**src/sv/mmh_pkg.sv**
```systemverilog
// Package for the heap-insert block: word types, controller states, sift kinds
// and the command/status structs between controller and datapath. No dependencies.
package mmh_pkg;

  typedef struct packed {
    logic        clear_first;
    logic [15:0] record_id;
    logic [15:0] new_key;
  } in_word_t;

  typedef struct packed {
    logic [10:0] entry_count;
    logic        overflow;
    logic [15:0] root_id;
    logic [15:0] root_key;
    logic [15:0] bottom_id;
    logic [15:0] bottom_key;
    logic [15:0] leftmost_id;
    logic [15:0] leftmost_key;
  } out_word_t;

  typedef enum logic [3:0] {
    S_IDLE, S_RD, S_CMP, S_WR, S_RD0, S_RD1, S_RD2, S_RD3, S_OUT
  } state_t;

  typedef enum logic [1:0] {
    K_PAR, K_FIRST, K_GP
  } sift_kind_t;

  typedef struct packed {
    logic start;
    logic rd_anc;
    logic step;
    logic wr_final;
    logic rd_root;
    logic rd_last;
    logic rd_left;
    logic cap_root;
    logic cap_last;
    logic cap_left;
    logic load_out;
  } cmd_t;

  typedef struct packed {
    logic start_ovf;
    logic start_cont;
    logic step_cont;
  } stat_t;

endpackage

```
**src/sv/mmh_ctrl.sv**
```systemverilog
// Controller of the heap-insert block: sequences sift steps, the final write
// and the three result reads, and owns both handshakes. Depends on mmh_pkg.
module mmh_ctrl (
  input  logic           clk,
  input  logic           rst_n,
  input  logic           in_valid,
  output logic           in_stall,
  output logic           out_valid,
  input  logic           out_stall,
  input  mmh_pkg::stat_t stat,
  output mmh_pkg::cmd_t  cmd
);
  import mmh_pkg::*;

  state_t state_r, state_nxt;
  logic   out_valid_r, out_valid_nxt;

  always_ff @(posedge clk) begin
    if (!rst_n) begin
      state_r     <= S_IDLE;
      out_valid_r <= 1'b0;
    end else begin
      state_r     <= state_nxt;
      out_valid_r <= out_valid_nxt;
    end
  end

  always_comb begin
    cmd = '0;
    state_nxt = state_r;
    out_valid_nxt = out_valid_r && out_stall;
    in_stall = (state_r != S_IDLE);
    unique case (state_r)
      S_IDLE: begin
        if (in_valid) begin
          cmd.start = 1'b1;
          if (stat.start_ovf) state_nxt = S_RD0;
          else if (stat.start_cont) state_nxt = S_RD;
          else state_nxt = S_WR;
        end
      end
      S_RD: begin
        cmd.rd_anc = 1'b1;
        state_nxt = S_CMP;
      end
      S_CMP: begin
        cmd.step = 1'b1;
        state_nxt = stat.step_cont ? S_RD : S_WR;
      end
      S_WR: begin
        cmd.wr_final = 1'b1;
        state_nxt = S_RD0;
      end
      S_RD0: begin
        cmd.rd_root = 1'b1;
        state_nxt = S_RD1;
      end
      S_RD1: begin
        cmd.cap_root = 1'b1;
        cmd.rd_last = 1'b1;
        state_nxt = S_RD2;
      end
      S_RD2: begin
        cmd.cap_last = 1'b1;
        cmd.rd_left = 1'b1;
        state_nxt = S_RD3;
      end
      S_RD3: begin
        cmd.cap_left = 1'b1;
        state_nxt = S_OUT;
      end
      S_OUT: begin
        if (!out_valid_r || !out_stall) begin
          cmd.load_out = 1'b1;
          out_valid_nxt = 1'b1;
          state_nxt = S_IDLE;
        end
      end
      default: state_nxt = S_IDLE;
    endcase
  end

  assign out_valid = out_valid_r;

  a_accept_busy: assert property (@(posedge clk) disable iff (!rst_n)
    (state_r == S_IDLE && in_valid && !in_stall) |=> (state_r != S_IDLE))
    else $error("controller stayed idle after taking a word");
  a_cmp_after_rd: assert property (@(posedge clk) disable iff (!rst_n)
    (state_r == S_CMP) |-> ($past(state_r) == S_RD))
    else $error("compare without a preceding ancestor read");
  a_rd3_out: assert property (@(posedge clk) disable iff (!rst_n)
    (state_r == S_RD3) |=> (state_r == S_OUT))
    else $error("result reads did not end in output state");
  a_load_free: assert property (@(posedge clk) disable iff (!rst_n)
    cmd.load_out |-> (!out_valid_r || !out_stall))
    else $error("output register overwritten while stalled");

endmodule

```
**config.mk**
```make
export PLATFORM = sky130hd
export DESIGN_NAME = mmh_ctrl
export DESIGN_NICKNAME = d
export VERILOG_FILES = /design/src/sv/mmh_pkg.sv /design/src/sv/mmh_ctrl.sv
export SDC_FILE = /design/constraint.sdc
export NUM_CORES = 1
export LEC_CHECK = 0
export ABC_AREA = 1
export BUFFER_PORTS_ARGS = -buffer_cell sky130_fd_sc_hd__buf_2
export CAP_MARGIN = 5
export CELL_PAD_IN_SITES_DETAIL_PLACEMENT = 1
export CELL_PAD_IN_SITES_GLOBAL_PLACEMENT = 1
export CORE_MARGIN = 2
export CORE_UTILIZATION = 28
export CTS_CLUSTER_DIAMETER = 40
export CTS_CLUSTER_SIZE = 28
export DETAILED_ROUTE_END_ITERATION = 6
export GPL_TIMING_DRIVEN = 0
export PLACE_DENSITY_LB_ADDON = 0.08
export SLEW_MARGIN = 25
export SYNTH_ARGS = -nofsm -noshare
export SYNTH_HDL_FRONTEND = slang
export SYNTH_SLANG_ARGS = --single-unit
```
**constraint.sdc**
```tcl
create_clock -name clk -period 3.2 [get_ports clk]
set_clock_uncertainty 0.15 [all_clocks]
set_input_delay 0.32 -clock clk [delete_from_list [all_inputs] [get_ports clk]]
set_output_delay 0.32 -clock clk [all_outputs]
set_load 0.02 [all_outputs]
```
### Word-level counts from Yosys, hierarchy flattened

Cells that the tools add are included.

* bits in registers: 5
* output and inout bits: 13
* logic and storage cells: 38

* mux-type cells: 19
* equality and inequality tests: 10
* reduce and logical (&&, ||, !) cells: 7

Operators with widths (count)
* 4-bit case mux with 9 select lines: 1
* 4-bit by 3-bit equality test with 1-bit output, second input constant: 4
* 1-bit 2-to-1 mux: 13
* 4-bit 2-to-1 mux: 3
* 4-bit by 2-bit equality test with 1-bit output, second input constant: 2
* 4-bit by 1-bit equality test with 1-bit output, second input constant: 1
* 4-bit equality test, second input constant: 1
* 4-bit logical NOT: 1
* 2-bit 2-to-1 mux: 2
* 2-bit inequality test, second input constant: 2
* 4-bit nonzero test: 1
* 1-bit logical NOT: 2
* 2-bit AND reduction: 1
* 1-bit logical AND: 1
* 1-bit logical OR: 1

### Longest topological paths before layout

* word-level depth: 4
* mapped depth: 8

### Worst setup path before layout

OpenSTA, ideal clock, no wires.

* path kind: register to output
* from: register state_r[0]
* to: output cmd[5] (netlist bit)
* cell stages (with the launch flop): 4
* path slack: 1655 ps
* buffers on the path: 1
* arrival time: 1075 ps
* cell sequence: dfxtp_1 nand2_2 nor2_1 buf_4

RTL lines
* start: declaration: line mmh_ctrl.sv:15 `state_t state_r, state_nxt;`
* start signal: assignment: line mmh_ctrl.sv:23 `state_r <= state_nxt;`
* end: declaration: line mmh_ctrl.sv:11 `output mmh_pkg::cmd_t cmd`

==> flow_summary.yaml <==
pwr:
  p_leak_nw: 0.306
  power.total_mw: 0.304
  powerDensity_nw_per_um2: 591
  vdd_ir_drop_max_mv: 0.243
sta:
  finalCritPeriodShare_pct: 53.3
  clock.fmax_mhz: 586
  setup_viol: 0
  hold_viol_final: 0
  slew_headroom_pct: 78.5
  fin_crit_ns: 1.71
  maxSlewViolCount: 0
  worst_slew_pin_slew_ns: 0.323
  rsz0062_at_grt: "no"
  fin_setup_tns_ns: 0
clocking:
  cts_tree: "done"
  post_cts_resized: 0
  cts_max_path_buffers: 2
  hold_buffers: 0
  htreeDepth: 1
  cts_setup_buffers: 0
  ctsRootBufferMaster: "clkbuf_4"
  clock_latency_ns: 0.24
  clk_pin_slew_worst_paths_ns: 0.05
  cts_buffers: 3
  clkSinkCount: 5
place:
  place_congestion: 0.745
  port_buffers: 19
  dpl.cell_count: 94
  hpwl_um: 759
drt:
  drtIter0Drc: 3
  ant_nets: 0
  num_vias: 428
  post_drt_wl_per_cell_um: 9.42
  drc: 0
  drt-pass1-iter-count: 2
  viasPerCell: 4.37
  routed_wl_um: 923
critical_path:
  cp_max_fo: 5
  end_kind: "output pin"
  r2r_setup_slack_ns: 1.93
  crit_path_start_kind: "flip-flop"
  startpoint: "state_r[3]"
  crit_required_ns: 2.73
  rr_worst_depth: 7
  arrival_ns: 1.24
  worstSetupPathType: "reg -> out"
  rr_endpoint: "state_r[1]"
  r2r-start: "state_r[0]"
  setup.worst_path.end: "cmd[5]"
global_route:
  grt_max_degree: 9
  grt_first_pass_wirelength_mm: 1.48
  grt-ovfl-total: 0
  grt_pass1_vias: 353
  grt.total_usage_pct: 13.8
  antenna_found_initial: 0
die:
  start_util_pct: 29.5
  die_w_um: 40.6
  num_io_pins: 20
  die_h_um: 40.6
  core_area_sq_um: 1270
  dieArea_sq_um: 1640
  fp-row-count: 13
synth:
  avgSynthCellArea_sq_um: 6.24
  synth-seq-area-share_pct: 26.8
  synth_nets: 67
  synthCells: 60
  synth_area_sq_um: 374
  synth-seq-cells: 5
  synth_warnings: 0
  yosysUniqueCellTypes: 17
cells_and_area:
  regArea_sq_um: 100
  multiInputGateArea_sq_um: 206
  instances_no_fill: 98
  area_growth_pct: 37.5
  fillCellCount: 184
  final_cell_mix: "buf_2 (19), nor2_1 (11), nand2_1 (9)"
  layout.nets: 91
  final_common_cell: "buf_2"
  layout-drive-gt1-share_pct: 45.8
  antenna_cells: 0
job:
  drv_cap: 0
hold_path:
  hold_class: "in -> reg"
run_status:
  status: "finished clean"
## metrics by stage
stage | instance area, sq um | hold slack [ns] | utilization (%) | setup WS (ns)
after floorplan | 374 | 0.288 | - | 1.65
after global placement | 488 | 0.363 | 38.5 | 1.75
after detailed placement | 488 | 0.363 | 38.5 | 1.74
after CTS | 514 | 0.150 | 40.5 | 1.48
after global routing | 514 | 0.141 | 40.5 | 1.39
final | 514 | 0.149 | 40.5 | 1.49
## Yosys cell counts
library cell  number  area, sq um
nor2_2             4         25.0
nor2_4             1         11.3
nand2_2            3         18.8
a31oi_2            1         12.5
nand3_1            6         30.0
inv_2              4         15.0
inv_1              7         26.3
nor2_1            11         41.3
a21oi_1            1         5.00
buf_6              1         11.3
o21ai_1            1         5.00
buf_4              2         15.0
dfxtp_1            5          100
nand4_1            1         6.26
nor3_1             2         10.0
o21a_1             1         7.51
nand2_1            9         33.8
## area by class of cell
cell class	instances	share of cell area, %
Tap cell	15	3.65
Sequential cell	5	19.5
Clock buffer	4	5.11
Inverter	11	8.03
Multi-Input combinational cell	41	40.1
Timing Repair Buffer	19	18.5
Buffer	3	5.11
## sequential cells by signal, indices dropped and copies added (netlist names)
register	cells
state_r	4
out_valid	1
## power breakdown
group / switching [mW] / total, mW / internal (mW)
Clock: 0.0241 / 0.0711 / 0.0470
Sequential: 0.0134 / 0.0841 / 0.0707
Combinational: 0.0950 / 0.148 / 0.0534
## worst max-delay path, cell delays in order, from the launching register on
cell and delay (ns):
dfxtp_1 0.45, inv_2 0.07, nand2_2 0.13, nor2_1 0.07, buf_4 0.12, buf_2 0.15
## per-layer routing
| metal | track usage (%) | vias up | part of all wire, % |
|---|---|---|---|
| met5 | 0 | - | 0 |
| met4 | 2.50 | 0 | 0 |
| met3 | 6.67 | 0 | 6.5 |
| met2 | 22.6 | 14 | 47 |
| met1 | 16.4 | 183 | 46 |
| li1 | - | 231 | - |
## cells by family after synthesis
kind of cell,after synthesis,synth area share [%]
flip-flops,5,26.8
AO/OA/AOI/OAI,4,8.02
AND/OR/NAND/NOR,37,47.2
buffers and inverters,14,18.1
## worst min-delay path by stage
stage	start	to	slack, ns	cells past startpoint
2_1_floorplan	rst_n	state_r[3]	0.29	1
3_3_place_gp	out_valid	out_valid	0.36	2
3_5_place_dp	out_valid	out_valid	0.36	2
4_1_cts	rst_n	state_r[3]	0.15	2
5_1_grt	rst_n	state_r[3]	0.14	2
6_report	rst_n	state_r[3]	0.15	2
Power figures use the tool's default switching activity.
